**src/hdl/ps2_mouse_host_init_and_decode_assert.svh**
```systemverilog
// Assertion helpers for the PS/2 mouse host.
`ifndef PS2_MOUSE_HOST_INIT_AND_DECODE_ASSERT_SVH
`define PS2_MOUSE_HOST_INIT_AND_DECODE_ASSERT_SVH

// Check a consequence in the same cycle as its condition.
`define PMH_ASSERT_SAME(label, cond, cons) \
    label: assert property (@(posedge clk) disable iff (!rst_n) (cond) |-> (cons)) \
        else $error("ps2 mouse host: same-cycle check failed");

// Check a consequence in the cycle after its condition.
`define PMH_ASSERT_NEXT(label, cond, cons) \
    label: assert property (@(posedge clk) disable iff (!rst_n) (cond) |=> (cons)) \
        else $error("ps2 mouse host: next-cycle check failed");

`endif

```
**src/hdl/ps2mh_pkg.sv**
```systemverilog
package ps2mh_pkg;

    localparam logic [1:0] KIND_TX    = 2'd0;
    localparam logic [1:0] KIND_MOVE  = 2'd1;
    localparam logic [1:0] KIND_DONE  = 2'd2;
    localparam logic [1:0] KIND_FAIL  = 2'd3;

    localparam logic [7:0] ACK_BYTE   = 8'hFA;
    localparam logic [7:0] ID_WHEEL   = 8'h03;
    localparam logic [7:0] TAP_CLEAR  = 8'h08;

    localparam logic [4:0] STEP_BASIC1_END = 5'd2;
    localparam logic [4:0] STEP_BASIC2_END = 5'd5;
    localparam logic [4:0] STEP_KNOCK_END  = 5'd11;
    localparam logic [4:0] STEP_SEND_ID    = 5'd12;
    localparam logic [4:0] STEP_WAIT_ID    = 5'd13;
    localparam logic [4:0] STEP_FINAL      = 5'd14;
    localparam logic [4:0] STEP_LAST       = 5'd19;

    typedef struct packed {
        logic [1:0]        kind;
        logic [7:0]        tx_byte;
        logic [2:0]        buttons;
        logic signed [9:0] delta_x;
        logic signed [9:0] delta_y;
        logic signed [1:0] wheel_x;
        logic signed [1:0] wheel_y;
        logic              detected_mode;
    } result_t;

    // Command byte sent at each step of the autodetect sequence.
    function automatic logic [7:0] init_tx_byte(input logic [4:0] step);
        logic [7:0] b;
        begin
            unique case (step)
                5'd0, 5'd3, 5'd15:            b = 8'hF4;
                5'd1, 5'd4, 5'd6, 5'd8, 5'd10, 5'd16:
                                              b = 8'hF3;
                5'd2, 5'd5, 5'd9, 5'd17:      b = 8'd100;
                5'd7:                         b = 8'd200;
                5'd11:                        b = 8'd80;
                5'd12:                        b = 8'hF2;
                5'd14:                        b = 8'hE6;
                5'd18:                        b = 8'hE8;
                5'd19:                        b = 8'h03;
                default:                      b = 8'h00;
            endcase
            init_tx_byte = b;
        end
    endfunction

endpackage

```
**src/hdl/ps2_mouse_host_init_and_decode.sv**
```systemverilog
// PS/2 mouse host: a start transaction (tuser = 1) runs the autodetect
// sequence, giving one command byte to send per transaction and expecting
// each mouse reply as the next receive transaction; the sequence ends with
// an init-done or init-failed result and selects 3-byte or 4-byte wheel
// packets from the ID byte. Outside of initialization, received bytes are
// framed into packets (first byte must have bits 7:6 clear) and each full
// packet yields one movement result. Bytes that only fill a packet, bytes
// dropped by the sync check, or a send-ID acknowledge, produce no result.
// The block takes one transaction per clock while the result side is not
// stalled; each passes through the input register, then one pass of decode
// and sequencing logic into the result register. The result register is
// followed by the output handshake; new transactions keep flowing while a
// result is delivered if the downstream side accepts one result per cycle.
module ps2_mouse_host_init_and_decode
    import ps2mh_pkg::*;
(
    input  logic        clk,
    input  logic        rst_n,
    // tap button value register
    input  logic        cfg_we,
    input  logic [2:0]  cfg_wdata,
    // receive side
    input  logic        s_tvalid,
    output logic        s_tready,
    input  logic [7:0]  s_tdata,   // [7:0] rx_byte
    input  logic        s_tuser,   // [0] command
    // result side
    output logic        m_tvalid,
    input  logic        m_tready,
    output logic [39:0] m_tdata,   // [7:0] tx_byte, [10:8] buttons, [20:11] delta_x,
                                   // [30:21] delta_y, [32:31] wheel_x,
                                   // [34:33] wheel_y, [35] detected_mode, [39:36] zero
    output logic [1:0]  m_tuser    // [1:0] kind
);

    localparam logic PH_DECODE = 1'b0;
    localparam logic PH_INIT   = 1'b1;

    // configuration
    logic [2:0] tap_cfg_reg;

    // input register
    logic       in_valid_reg;
    logic       in_cmd_reg;
    logic [7:0] in_byte_reg;

    // block state
    logic       phase_reg,    phase_next;
    logic [4:0] step_reg,     step_next;
    logic       gerr_reg,     gerr_next;
    logic       wheel_reg,    wheel_next;
    logic [2:0] tap_held_reg, tap_held_next;
    logic [1:0] pos_reg,      pos_next;
    logic [7:0] store_reg [3];
    logic       store_we;

    // result register
    logic       out_valid_reg;
    result_t    out_reg;
    result_t    res_next;
    logic       res_valid;

    logic       advance;

    // Move the input register into the result stage when the result
    // register is free or being drained this cycle.
    assign advance  = in_valid_reg && (!out_valid_reg || m_tready);
    assign s_tready = !in_valid_reg || advance;

    // Signed movement value; a zero byte stays zero in 3-byte mode.
    function automatic logic signed [9:0] move_val(input logic [7:0] b, input logic neg,
                                                   input logic quirk);
        logic signed [9:0] v;
        begin
            if (quirk && b == 8'h00)
                v = 10'sd0;
            else if (neg)
                v = {2'b11, b};
            else
                v = {2'b00, b};
            move_val = v;
        end
    endfunction

    always_comb
    begin
        logic [7:0]        rx;
        logic              ack;
        logic              fail;
        logic              last;
        logic [7:0]        b0;
        logic [7:0]        b1;
        logic [7:0]        b2;
        logic [7:0]        b3;
        logic              quirk;
        logic signed [9:0] mx;
        logic signed [9:0] my;

        rx    = in_byte_reg;
        ack   = (rx == ACK_BYTE);
        fail  = 1'b0;
        last  = 1'b0;
        quirk = !wheel_reg;
        b0    = store_reg[0];
        b1    = store_reg[1];
        b2    = wheel_reg ? store_reg[2] : rx;
        b3    = rx;
        mx    = 10'sd0;
        my    = 10'sd0;

        phase_next    = phase_reg;
        step_next     = step_reg;
        gerr_next     = gerr_reg;
        wheel_next    = wheel_reg;
        tap_held_next = tap_held_reg;
        pos_next      = pos_reg;
        store_we      = 1'b0;
        res_valid     = 1'b0;
        res_next      = '0;

        if (in_cmd_reg)
        begin
            // restart the sequence from its first byte
            phase_next       = PH_INIT;
            step_next        = 5'd0;
            gerr_next        = 1'b0;
            wheel_next       = 1'b0;
            pos_next         = 2'd0;
            res_valid        = 1'b1;
            res_next.kind    = KIND_TX;
            res_next.tx_byte = init_tx_byte(5'd0);
        end
        else if (phase_reg == PH_INIT)
        begin
            if (step_reg < STEP_SEND_ID)
            begin
                gerr_next = gerr_reg | !ack;
                if (step_reg == STEP_BASIC1_END || step_reg == STEP_BASIC2_END ||
                    step_reg == STEP_KNOCK_END)
                begin
                    // first basic group never fails
                    fail      = (step_reg != STEP_BASIC1_END) && gerr_next;
                    gerr_next = 1'b0;
                end
                res_valid = 1'b1;
                if (fail)
                begin
                    phase_next    = PH_DECODE;
                    step_next     = 5'd0;
                    wheel_next    = 1'b0;
                    pos_next      = 2'd0;
                    res_next.kind = KIND_FAIL;
                end
                else
                begin
                    step_next        = step_reg + 5'd1;
                    res_next.kind    = KIND_TX;
                    res_next.tx_byte = init_tx_byte(step_reg + 5'd1);
                end
            end
            else if (step_reg == STEP_SEND_ID)
            begin
                if (ack)
                begin
                    // hold for the ID byte, nothing to send yet
                    step_next = STEP_WAIT_ID;
                end
                else
                begin
                    wheel_next       = 1'b0;
                    step_next        = STEP_FINAL;
                    res_valid        = 1'b1;
                    res_next.kind    = KIND_TX;
                    res_next.tx_byte = init_tx_byte(STEP_FINAL);
                end
            end
            else if (step_reg == STEP_WAIT_ID)
            begin
                wheel_next       = (rx == ID_WHEEL);
                step_next        = STEP_FINAL;
                res_valid        = 1'b1;
                res_next.kind    = KIND_TX;
                res_next.tx_byte = init_tx_byte(STEP_FINAL);
            end
            else if (step_reg >= STEP_LAST)
            begin
                phase_next    = PH_DECODE;
                step_next     = 5'd0;
                pos_next      = 2'd0;
                res_valid     = 1'b1;
                res_next.kind = KIND_DONE;
            end
            else
            begin
                step_next        = step_reg + 5'd1;
                res_valid        = 1'b1;
                res_next.kind    = KIND_TX;
                res_next.tx_byte = init_tx_byte(step_reg + 5'd1);
            end
        end
        else if (!(pos_reg == 2'd0 && rx[7:6] != 2'b00))
        begin
            last = wheel_reg ? (pos_reg == 2'd3) : (pos_reg == 2'd2);
            if (!last)
            begin
                store_we = 1'b1;
                pos_next = pos_reg + 2'd1;
            end
            else
            begin
                pos_next         = 2'd0;
                res_valid        = 1'b1;
                res_next.kind    = KIND_MOVE;
                res_next.buttons = {b0[0], b0[2:1]};
                if (b0 == 8'h00 && tap_cfg_reg != 3'd0)
                begin
                    tap_held_next    = tap_cfg_reg;
                    res_next.buttons = tap_cfg_reg;
                end
                else if (tap_held_reg != 3'd0)
                begin
                    if (b0 == TAP_CLEAR)
                        tap_held_next = 3'd0;
                    res_next.buttons = tap_held_next;
                end
                mx               = move_val(b1, b0[4], quirk);
                my               = move_val(b2, b0[5], quirk);
                res_next.delta_x = mx;
                res_next.delta_y = -my;
                if (!quirk)
                begin
                    case (b3[3:0])
                        4'hF:    res_next.wheel_y = 2'sd1;
                        4'h1:    res_next.wheel_y = -2'sd1;
                        4'hE:    res_next.wheel_x = 2'sd1;
                        4'h2:    res_next.wheel_x = -2'sd1;
                        default: ;
                    endcase
                end
            end
        end
        res_next.detected_mode = wheel_next;
    end

    // configuration write
    always_ff @(posedge clk or negedge rst_n)
    begin
        if (!rst_n)
            tap_cfg_reg <= 3'd0;
        else if (cfg_we)
            tap_cfg_reg <= cfg_wdata;
    end

    // input register
    always_ff @(posedge clk or negedge rst_n)
    begin
        if (!rst_n)
            in_valid_reg <= 1'b0;
        else if (s_tready)
            in_valid_reg <= s_tvalid;
    end

    always_ff @(posedge clk)
    begin
        if (s_tvalid && s_tready)
        begin
            in_cmd_reg  <= s_tuser;
            in_byte_reg <= s_tdata;
        end
    end

    // block state, advanced once per processed transaction
    always_ff @(posedge clk or negedge rst_n)
    begin
        if (!rst_n)
        begin
            phase_reg    <= PH_DECODE;
            step_reg     <= 5'd0;
            gerr_reg     <= 1'b0;
            wheel_reg    <= 1'b0;
            tap_held_reg <= 3'd0;
            pos_reg      <= 2'd0;
        end
        else if (advance)
        begin
            phase_reg    <= phase_next;
            step_reg     <= step_next;
            gerr_reg     <= gerr_next;
            wheel_reg    <= wheel_next;
            tap_held_reg <= tap_held_next;
            pos_reg      <= pos_next;
        end
    end

    // packet bytes, no reset needed
    always_ff @(posedge clk)
    begin
        if (advance && store_we)
            store_reg[pos_reg] <= in_byte_reg;
    end

    // result register
    always_ff @(posedge clk or negedge rst_n)
    begin
        if (!rst_n)
            out_valid_reg <= 1'b0;
        else if (advance)
            out_valid_reg <= res_valid;
        else if (m_tready)
            out_valid_reg <= 1'b0;
    end

    always_ff @(posedge clk)
    begin
        if (advance && res_valid)
            out_reg <= res_next;
    end

    assign m_tvalid = out_valid_reg;
    assign m_tuser  = out_reg.kind;
    assign m_tdata  = {4'b0000, out_reg.detected_mode, out_reg.wheel_y, out_reg.wheel_x,
                       out_reg.delta_y, out_reg.delta_x, out_reg.buttons, out_reg.tx_byte};

`include "ps2_mouse_host_init_and_decode_assert.svh"

    // sequencer never runs past the last step
    `PMH_ASSERT_SAME(a_step_range, 1'b1, step_reg <= STEP_LAST)
    // decoding phase keeps the sequencer parked at its first step
    `PMH_ASSERT_SAME(a_decode_step_zero, phase_reg == PH_DECODE, step_reg == 5'd0)
    // 3-byte framing never reaches the fourth byte slot
    `PMH_ASSERT_SAME(a_pos_range, !wheel_reg, pos_reg != 2'd3)
    // only movement results carry movement fields
    `PMH_ASSERT_NEXT(a_nonmove_zero, advance && res_valid && res_next.kind != KIND_MOVE,
                     m_tdata[34:8] == 27'd0)

endmodule

```
**config.mk**
```make
export PLATFORM = sky130hd
export DESIGN_NAME = ps2_mouse_host_init_and_decode
export DESIGN_NICKNAME = d
export VERILOG_FILES = /design/src/hdl/ps2mh_pkg.sv /design/src/hdl/ps2_mouse_host_init_and_decode.sv
export VERILOG_INCLUDE_DIRS = /design/src /design/src/hdl
export SDC_FILE = /design/constraint.sdc
export NUM_CORES = 1
export LEC_CHECK = 0
export BUFFER_PORTS_ARGS = -buffer_cell sky130_fd_sc_hd__buf_2
export CORE_UTILIZATION = 50
export CTS_CLUSTER_DIAMETER = 60
export DETAILED_ROUTE_END_ITERATION = 6
export GPL_ROUTABILITY_DRIVEN = 0
export PLACE_DENSITY = 0.77
export SYNTH_ARGS = -nofsm -noshare
export SYNTH_HDL_FRONTEND = slang
export SYNTH_SLANG_ARGS = --single-unit
export TNS_END_PERCENT = 5
```
**constraint.sdc**
```tcl
create_clock -name clk -period 3.46 [get_ports clk]
set_input_delay 0.519 -clock clk [delete_from_list [all_inputs] [get_ports clk]]
set_output_delay 0.519 -clock clk [all_outputs]
set_load 0.005 [all_outputs]
```
==> results of run 1 <==
==> final cells by class <==
class | count | area share
timing repair buffer | 62 | 0.0583
sequential | 88 | 0.457
clock buffer | 9 | 0.0222
tap | 133 | 0.0298
clock inverter | 7 | 0.0182
multi-input combinational | 333 | 0.406
inverter | 13 | 0.00874
==> per-stage QoR <==
step / instance area [um2] / setup WS, ps
after floorplan: 5050 / 634
after global routing: 5580 / 297
after detailed placement: 5360 / 589
after global placement: 5360 / 754
after CTS: 5580 / 573
final: 5580 / 493
==> power groups by stage <==
stage / clock network, W / logic, W / registers (W)
CTS: 0.000807 / 0.000673 / 0.00131
global placement: 0 / 0.000650 / 0.00133
global route: 0.000852 / 0.000753 / 0.00133
finish: 0.000797 / 0.000690 / 0.00132
detailed placement: 0 / 0.000671 / 0.00134
floorplan: 0 / 0.000496 / 0.00131
==> synthesized netlist by cell type, types with 3 or more instances <==
master and count:
nor3_1 21, a21oi_1 22, mux2_2 5, inv_1 12, buf_2 16, or4_1 3
nand3_1 7, o31ai_1 7, nand2b_1 7, a211oi_1 5, clkbuf_1 8, mux2i_1 10
xor2_1 4, a22oi_1 5, mux2_1 3, nand4_1 6, o22ai_1 3, xnor2_1 7
and3b_1 5, nand2_1 33, nor3b_1 4, ha_1 12, nor2b_1 7, o21ai_1 9
dfrtp_1 18, nor4_1 5, a31oi_1 8, nor2_1 34, o21ai_0 18, buf_4 7
and2_1 21, edfxtp_1 70, o21a_1 4
==> kinds of logic (layout without fill, tap and decap cells) <==
logic type,count (synthesis),count (layout),synth area share
XOR/XNOR,11,11,0.0191
AND/OR/NAND/NOR,174,174,0.198
multiplexers,18,18,0.0378
other,1,4,0.000745
AO/OA/AOI/OAI,114,114,0.160
buffers and inverters,46,91,0.0465
adder cells (fa/ha/maj),12,12,0.0298
flip-flops,88,88,0.507
==> per-layer routing <==
metal / track usage / vias to the layer above
li1: - / 1818
met1: 0.270 / 1832
met2: 0.395 / 193
met3: 0.0540 / 32
met4: 0.101 / 0
met5: 0 / -
==> worst paths after layout <==
kind	start	to	slack [ps]	cells after the start
worst max-delay path	step_reg[0]$_DFFE_PN0P_	m_tdata[6]$_SDFFCE_PP1P_	490	6
worst max register to register	step_reg[0]$_DFFE_PN0P_	m_tdata[6]$_SDFFCE_PP1P_	490	6
worst min register to register	in_valid_reg$_DFFE_PN0N_	m_tvalid$_DFFE_PN0P_	520	1
max in group asynchronous	rst_n	wheel_reg$_DFFE_PN0P_	3080	1
worst min-delay path	rst_n	m_tvalid$_DFFE_PN0P_	80	1
min in group clk	s_tuser	in_cmd_reg$_DFFE_PP_	330	1
==> layout by cell type (no fill, tap or decap), types with 3 or more instances in the layout <==
cell type / instances
nor3_1: 21
o21a_1: 4
nor3b_1: 4
clkbuf_8: 9
ha_1: 12
o22ai_1: 3
buf_2: 56
a21oi_1: 22
nor2_1: 34
nor4_1: 5
inv_1: 12
nand2b_1: 7
nand2_1: 33
mux2_1: 3
mux2i_1: 10
and3b_1: 5
dfrtp_1: 18
a31oi_1: 8
xor2_1: 4
nand4_1: 6
o31ai_1: 7
a211oi_1: 5
or4_1: 3
mux2_2: 5
nor2b_1: 6
conb_1: 4
edfxtp_1: 70
o21ai_0: 18
xnor2_1: 7
o21ai_1: 9
and2_1: 21
buf_4: 6
nand3_1: 7
a22oi_1: 5
==> results.ini, run 1 <==
[timing]
maxSlewHeadroom = 0.219
slew_viol_final = 0
fin_setup_tns_ps = 0
finalSetupViolCount = 0
fin_crit_sh = 0.857
fin_crit_ps = 2970
skew_ps = 11.9
rsz0062_at_grt = false
hold_violations = 0
fmax_mhz = 337
worstMarginPinSlew_ps = 1170
whs_ps = 83.1

[worst_setup_path]
worst_setup_path_start_kind = flip-flop
cp_num_buf_inv = 0
cp-end-kind = flip-flop
crit_family = compound AO/OA/AOI/OAI gates
cp_max_fo = 25
slowest_stage = ha_1
critical_path.max_stage_delay_ps = 760
arrival_ps = 3100
required_ps = 3590
cp_cell_sequence = ha_1, and2_1, o21ai_0, a222oi_1, a211oi_1, a21bo_1
crit_type = flip-flop to flip-flop

[route]
vias = 3875
m1WireLength_um = 4340
top_layer = met4
wl_met3_um = 775
drt_iter0_drc = 364
viasPerCell = 6.01
drt_pass1_iterations = 5
antenna_left = 0
drt-wirelength-per-cell_um = 17.1
route.detailed.drc = 0
routed_wl_um = 11000
wl_met2_um = 5560

[clock_tree]
holdBufCountCts = 0
clk_latency_ps = 360
cts_buffers = 9
cts_root_buf = clkbuf_8
cts.repair.resized = 0
cts.clk_slew.worst_paths_ps = 90
cts_sinks = 88
htree_levels = 3
ctsLongestPathBuffers = 2
post_cts_buffers = 0
cts_tree = built

[outcome]
status = finished, final reports clean

[placement]
dp_cells = 629
place_hpwl_um = 7790
numPortBuffers = 56

[final_layout]
final_cells = 645
fin_util = 0.571
register_area_mm2 = 0.00255
fillers = 811
largest_register_ffs = 35
num-nets-final = 536
syn_to_final_growth_pct = 10.9
diodes = 0
multi_input_comb_area_mm2 = 0.00226
layout-drive-gt1-share = 0.197

[power]
clockPowerShare = 0.284
p_leak_nw = 2.08
comb_power_share = 0.246
power_density_mw_per_mm2 = 502
max-vdd-ir-drop_mv = 0.187
p_int_w = 0.00192
netSwitchingPower_w = 0.000887
swShare = 0.317
p_total_w = 0.00280
p_seq_frac = 0.469

[global_route]
grt_pass1_wl_um = 18000
overflow = 0
grt_pass1_vias = 3669
grt_antenna_before_repair = 0
grt_start_max_net_pins = 41
grtUsageTotal = 0.228

[synthesis]
yosys_register_bits = 88
syn_area_per_cell_um2 = 10.8
synth_largest_area_cell = edfxtp_1
synth-edff-count = 70
synth_cells = 464
seq_area_frac_synth = 0.507
async_flop_share = 0.205
yosysWarnings = 0
dominantRegCellSynth = edfxtp_1
synth.distinct_cells = 79
yosys-top-cells-area = edfxtp_1 42%, dfrtp_1 9.0%, ha_1 3.0%, and2_1 2.6%, nor2_1 2.5%
synth_top_area_frac = 0.418
netlist_area_mm2 = 0.00503

[floorplan]
start_util = 0.515
num_io_pins = 61
die_w_um = 102
die_area_mm2 = 0.0105
core_mm2 = 0.00977
die_height_um = 102
row_count = 36

[run]
drv_cap = 0

[hold_path]
holdCritPathClass = input pin to asynchronous set/reset pin

(Power assumes the default switching activity.)
==> inputs of run 2 (changes only) <==
CORE_UTILIZATION = 53   (was 50)
GPL_ROUTABILITY_DRIVEN = not set   (was 0)
PLACE_DENSITY = 0.81   (was 0.77)
==> run 2 against run 1 <==
Critical path depth is the same. Cell count unchanged. Final area hardly changed. Core utilization is 3.4 points higher. Sequential power barely moved.
==> results.ini, run 2 (synthesis results as in run 1) <==
[worst_setup_path]
cp_max_fo = 25  ; unchanged
reg2reg_from = step_reg[3]$_DFFE_PN0P_  ; was step_reg[0]$_DFFE_PN0P_
worst_setup_path_start_kind = flip-flop  ; unchanged
arrival_ps = 2780  ; was 3100 ps
startpoint = step_reg[3]$_DFFE_PN0P_  ; was step_reg[0]$_DFFE_PN0P_
endpoint = m_tdata[4]$_SDFFCE_PP1P_  ; was m_tdata[6]$_SDFFCE_PP1P_
cp-end-kind = flip-flop  ; unchanged
slowest_stage = dfrtp_1  ; was ha_1
required_ps = 3560  ; was 3590 ps
rr_worst_depth = 6  ; unchanged
reg2reg_to = m_tdata[4]$_SDFFCE_PP1P_  ; was m_tdata[6]$_SDFFCE_PP1P_
rrSetupSlack_ps = 780  ; was 490 ps
crit_type = flip-flop to flip-flop  ; unchanged
critical_path.max_stage_delay_ps = 900  ; was 760 ps
cp_cell_sequence = buf_4, nand3_1, xnor2_1, nor2_1, a221oi_1, o21ai_1  ; was ha_1, and2_1, o21ai_0, a222oi_1, a211oi_1, a21bo_1

[floorplan]
core_mm2 = 0.00924  ; was 0.00977 mm2
die_w_um = 99.4  ; was 102 um
die_area_mm2 = 0.00989  ; was 0.0105 mm2
die_height_um = 99.4  ; was 102 um
num_io_pins = 61  ; unchanged
row_count = 35  ; was 36
start_util = 0.545  ; was 0.515

[outcome]
status = finished, final reports clean  ; unchanged

[route]
route.detailed.drc = 0  ; unchanged
antenna_left = 0  ; unchanged
vias = 3892  ; was 3875
routed_wl_um = 11900  ; was 11000 um
drt-wirelength-per-cell_um = 18.4  ; was 17.1 um
drt_pass1_iterations = 7  ; was 5
viasPerCell = 6.03  ; was 6.01
drt_iter0_drc = 296  ; was 364

[timing]
slew_viol_final = 0  ; unchanged
rsz0062_at_grt = false  ; unchanged
whs_ps = 91.6  ; was 83.1 ps
fin_crit_ps = 2680  ; was 2970 ps
fin_setup_tns_ps = 0  ; unchanged
worstMarginPinSlew_ps = 1020  ; was 1170 ps
skew_ps = 9.55  ; was 11.9 ps
maxSlewHeadroom = 0.316  ; was 0.219
fmax_mhz = 373  ; was 337 MHz
finalSetupViolCount = 0  ; unchanged
hold_violations = 0  ; unchanged
fin_crit_sh = 0.775  ; was 0.857

[clock_tree]
post_cts_buffers = 0  ; unchanged
cts_buffers = 9  ; unchanged
cts_tree = built  ; unchanged
ctsLongestPathBuffers = 2  ; unchanged
cts_sinks = 88  ; unchanged
holdBufCountCts = 0  ; unchanged
clk_latency_ps = 350  ; was 360 ps
cts.clk_slew.worst_paths_ps = 90  ; about the same
cts.repair.resized = 0  ; unchanged
htree_levels = 3  ; unchanged
cts_root_buf = clkbuf_8  ; unchanged

[final_layout]
num-nets-final = 540  ; was 536
layout_commonest_cell = edfxtp_1  ; unchanged
largest_register_ffs = 35  ; unchanged
fillers = 761  ; was 811
multi_input_comb_area_mm2 = 0.00226  ; unchanged
final_cell_mix = 70 x edfxtp_1, 56 x buf_2, 34 x nor2_1  ; unchanged
syn_to_final_growth_pct = 11.0  ; was 10.9%
diodes = 0  ; unchanged
register_area_mm2 = 0.00255  ; unchanged
layout-drive-gt1-share = 0.202  ; was 0.197

[power]
p_leak_nw = 2.09  ; was 2.08 nW
p_total_w = 0.00275  ; was 0.00280 W
max-vdd-ir-drop_mv = 0.286  ; was 0.187 mV
power_density_mw_per_mm2 = 492  ; was 502 mW/mm2

[global_route]
grt_antenna_before_repair = 0  ; unchanged
grt_start_max_net_pins = 38  ; was 41
grt_pass1_vias = 3739  ; was 3669
overflow = 0  ; unchanged
grtUsageTotal = 0.251  ; was 0.228
grt_pass1_wl_um = 19000  ; was 18000 um

[run]
drv_cap = 0  ; unchanged

[placement]
numPortBuffers = 56  ; unchanged
place_hpwl_um = 8430  ; was 7790 um
gp_congestion = 0.987

[hold_path]
holdCritPathClass = input pin to asynchronous set/reset pin  ; unchanged

-- run 2: power breakdown --
part	total, W	internal [W]	leakage (nW)	switching, W
clock network	0.000719	0.000357	0.106	0.000362
logic	0.000725	0.000272	1.10	0.000454
registers	0.00130	0.00123	0.890	0.0000699
-- run 2: worst max-delay path: cells and delay by family (launching register included) --
kind / cells / cell delay (ps)
buffers and inverters: 1 / 300
XOR/XNOR: 1 / 530
AO/OA/AOI/OAI: 2 / 420
AND/OR/NAND/NOR: 2 / 280
flip-flops: 1 / 900
-- run 2: stage by stage --
step	setup slack (ps)	instances	util	area, um2
after floorplan	634	467	-	5050
after global placement	903	629	0.583	5380
after detailed placement	844	629	0.583	5380
after CTS	816	645	0.605	5590
after global routing	591	645	0.605	5590
final	780	645	0.605	5590
-- run 2: worst min path at each step --
stage	end	from	cells past startpoint	slack (ps)
after floorplan	gerr_reg$_DFFE_PN0P_	rst_n	0	220
after global placement	tap_cfg_reg[1]$_DFFE_PN0P_	rst_n	1	490
after detailed placement	in_valid_reg$_DFFE_PN0N_	rst_n	1	480
after CTS	step_reg[1]$_DFFE_PN0P_	rst_n	1	90
after global routing	step_reg[1]$_DFFE_PN0P_	rst_n	1	110
final	step_reg[1]$_DFFE_PN0P_	rst_n	1	90
-- run 2: routing by layer --
metal,track usage,vias to the layer above,wire length (um)
li1,-,1831,-
met1,0.304,1860,4760
met2,0.428,168,6000
met3,0.0415,33,625
met4,0.139,0,476
met5,0,-,0
-- run 2: cell type report --
class                   count  share of cell area
multi-input cells         333               0.405
well taps                 129              0.0289
clock inverters             6              0.0121
repair buffers             66              0.0636
flip-flops and latches     88               0.457
clock buffers              10              0.0246
inverters                  13             0.00873
==> inputs of run 3 (changes only) <==
clock period = 2.4 ns   (was 3.46 ns; I/O delays follow)
==> run 3 against run 2 <==
Clock skew increased by 3.5 ps. Sequential share of layout area decreased by 2.6 points. Global-route usage grew 0.95 points. Critical path type unchanged. Critical endpoint is now m_tdata[23]$_SDFFCE_PP0P_. Largest cell class unchanged.
==> results.ini, run 3 (synthesis results as in run 1) <==
[outcome]
status = finished, final reports clean  ; unchanged

[timing]
hold_violations = 0  ; unchanged
slew_viol_final = 0  ; unchanged
fin_crit_sh = 0.978  ; was 0.775
fin_crit_ps = 2350  ; was 2680 ps
maxSlewHeadroom = 0.315  ; was 0.316
finalSetupViolCount = 0  ; unchanged
fmax_mhz = 426  ; was 373 MHz
worstMarginPinSlew_ps = 1020  ; about the same
worst_slack_ps = 53.1  ; was 780 ps
rsz0062_at_grt = true  ; was false
skew_ps = 13.1  ; was 9.55 ps

[route]
drt_iter0_drc = 265  ; was 296
route.detailed.drc = 0  ; unchanged
drt-wirelength-per-cell_um = 17.8  ; was 18.4 um
vias = 4087  ; was 3892
routed_wl_um = 12300  ; was 11900 um
antenna_left = 0  ; unchanged
drt_pass1_iterations = 5  ; was 7
viasPerCell = 5.92  ; was 6.03

[placement]
gp_congestion = 0.949  ; was 0.987
place_hpwl_um = 9060  ; was 8430 um
pre_cts_slack_ps = 3.43  ; was 844 ps
numPortBuffers = 56  ; unchanged

[worst_setup_path]
cp_cell_sequence = inv_1, ha_1, o21a_1, nor3_2, a211o_1, nor2b_4  ; was buf_4, nand3_1, xnor2_1, nor2_1, a221oi_1, o21ai_1
crit_type = flip-flop to flip-flop  ; unchanged
arrival_ps = 2320  ; was 2780 ps
rr_worst_depth = 6  ; unchanged
required_ps = 2370  ; was 3560 ps
slowest_stage = nor2b_4  ; was dfrtp_1
cp-end-kind = flip-flop  ; unchanged
critical_path.max_stage_delay_ps = 840  ; was 900 ps
cp_max_fo = 37  ; was 25
worst_setup_path_start_kind = flip-flop  ; unchanged

[floorplan]
row_count = 35  ; unchanged
core_mm2 = 0.00924  ; unchanged
num_io_pins = 61  ; unchanged
die_height_um = 99.4  ; unchanged
die_area_mm2 = 0.00989  ; unchanged
start_util = 0.545  ; unchanged
die_w_um = 99.4  ; unchanged

[global_route]
grt_start_max_net_pins = 38  ; unchanged
grtUsageTotal = 0.261  ; was 0.251
overflow = 0  ; unchanged
grt_pass1_wl_um = 20000  ; was 19000 um
grt_antenna_before_repair = 0  ; unchanged
grt_pass1_vias = 3969  ; was 3739

[run]
drv_cap = 0  ; unchanged

[clock_tree]
htree_levels = 3  ; unchanged
clk_latency_ps = 350  ; about the same
cts.clk_slew.worst_paths_ps = 90  ; about the same
cts_buffers = 9  ; unchanged
cts_tree = built  ; unchanged
ctsLongestPathBuffers = 2  ; unchanged
cts_root_buf = clkbuf_8  ; unchanged
cts_sinks = 88  ; unchanged

[power]
p_total_w = 0.00399  ; was 0.00275 W
power_density_mw_per_mm2 = 674  ; was 492 mW/mm2
max-vdd-ir-drop_mv = 0.429  ; was 0.286 mV
p_leak_nw = 2.30  ; was 2.09 nW

[hold_path]
min_path_cells = 1
holdCritPathClass = input pin to flip-flop  ; was input pin to asynchronous set/reset pin

[final_layout]
syn_to_final_growth_pct = 17.8  ; was 11.0%
largest_register_ffs = 35  ; unchanged
num-nets-final = 586  ; was 540
layout_commonest_cell = edfxtp_1  ; unchanged
final_cell_mix = 70 x edfxtp_1, 56 x buf_2, 54 x buf_4  ; was 70 x edfxtp_1, 56 x buf_2, 34 x nor2_1
diodes = 0  ; unchanged
layout-drive-gt1-share = 0.275  ; was 0.202

[run 3: changes by cell type in the layout (fill, tap and decap cells not counted), sizes merged]
| cell | before | now |
|---|---|---|
| bufinv | 1 | 0 |
| clkbuf | 10 | 9 |
| clkinvlp | 0 | 1 |
| buf | 66 | 111 |
| dlygate4sd3 | 0 | 1 |
[run 3: layout make-up]
class / count / area, um2
Clock buffer: 9 / 124
Clock inverter: 6 / 46.3
Fill cell: 729 / 3310
Inverter: 13 / 48.8
Multi-Input combinational cell: 333 / 2280
Sequential cell: 88 / 2550
Tap cell: 129 / 161
Timing Repair Buffer: 112 / 716
[run 3: metrics by stage]
stage	cells	setup TNS, ps	util	hold WS, ps	cell area [um2]
global route	690	-3150	0.641	169	5930
finish	690	0	0.641	176	5930
floorplan	467	0	-	64.4	5050
detailed placement	674	0	0.620	335	5730
global placement	674	0	0.620	325	5730
CTS	690	0	0.640	167	5920
[run 3: per-layer routing]
layer	GRT usage	vias up	share of wire
met5	0	-	0
met4	0.103	0	0.025
met3	0.0499	41	0.060
met1	0.314	1954	0.41
met2	0.461	171	0.51
li1	-	1921	-
[run 3: power breakdown]
part / leakage [nW] / internal, W / switching [W]
Sequential: 0.889 / 0.00178 / 0.0000765
Clock: 0.0870 / 0.000378 / 0.000541
Combinational: 1.33 / 0.000504 / 0.000714
Total: 2.30 / 0.00266 / 0.00133
[run 3: path summary, 6_finish.rpt]
kind,start,end,slack (ps)
setup / recovery,pos_reg[1]$_DFFE_PN0P_,m_tdata[23]$_SDFFCE_PP0P_,50
hold / removal,s_tdata[5],in_byte_reg[5]$_DFFE_PP_,180
setup reg to reg,pos_reg[1]$_DFFE_PN0P_,m_tdata[23]$_SDFFCE_PP0P_,50
hold reg to reg,in_valid_reg$_DFFE_PN0N_,m_tvalid$_DFFE_PN0P_,520
max in group asynchronous,rst_n,step_reg[0]$_DFFE_PN0P_,1590
min in group asynchronous,rst_n,tap_held_reg[0]$_DFFE_PN0P_,480
[run 3: critical path, delay by kind of cell, from the launching register on]
kind	cells	cell delay [ps]
fa+ha+maj	1	210
flops	1	400
compound gates	2	290
buf+inv	1	100
simple gates	2	960
[run 3: what timing repair did]
| item | 4_1_cts | 5_1_grt |
|---|---|---|
| gates resized for setup | 1 | 4 |
| hold buffers | 1 | 0 |
| pin swaps | 1 | 0 |
| buffers inserted | 0 | 0 |
| endpoints found under the hold margin | 18 | 0 |
| endpoints found under the setup margin | 37 | 48 |
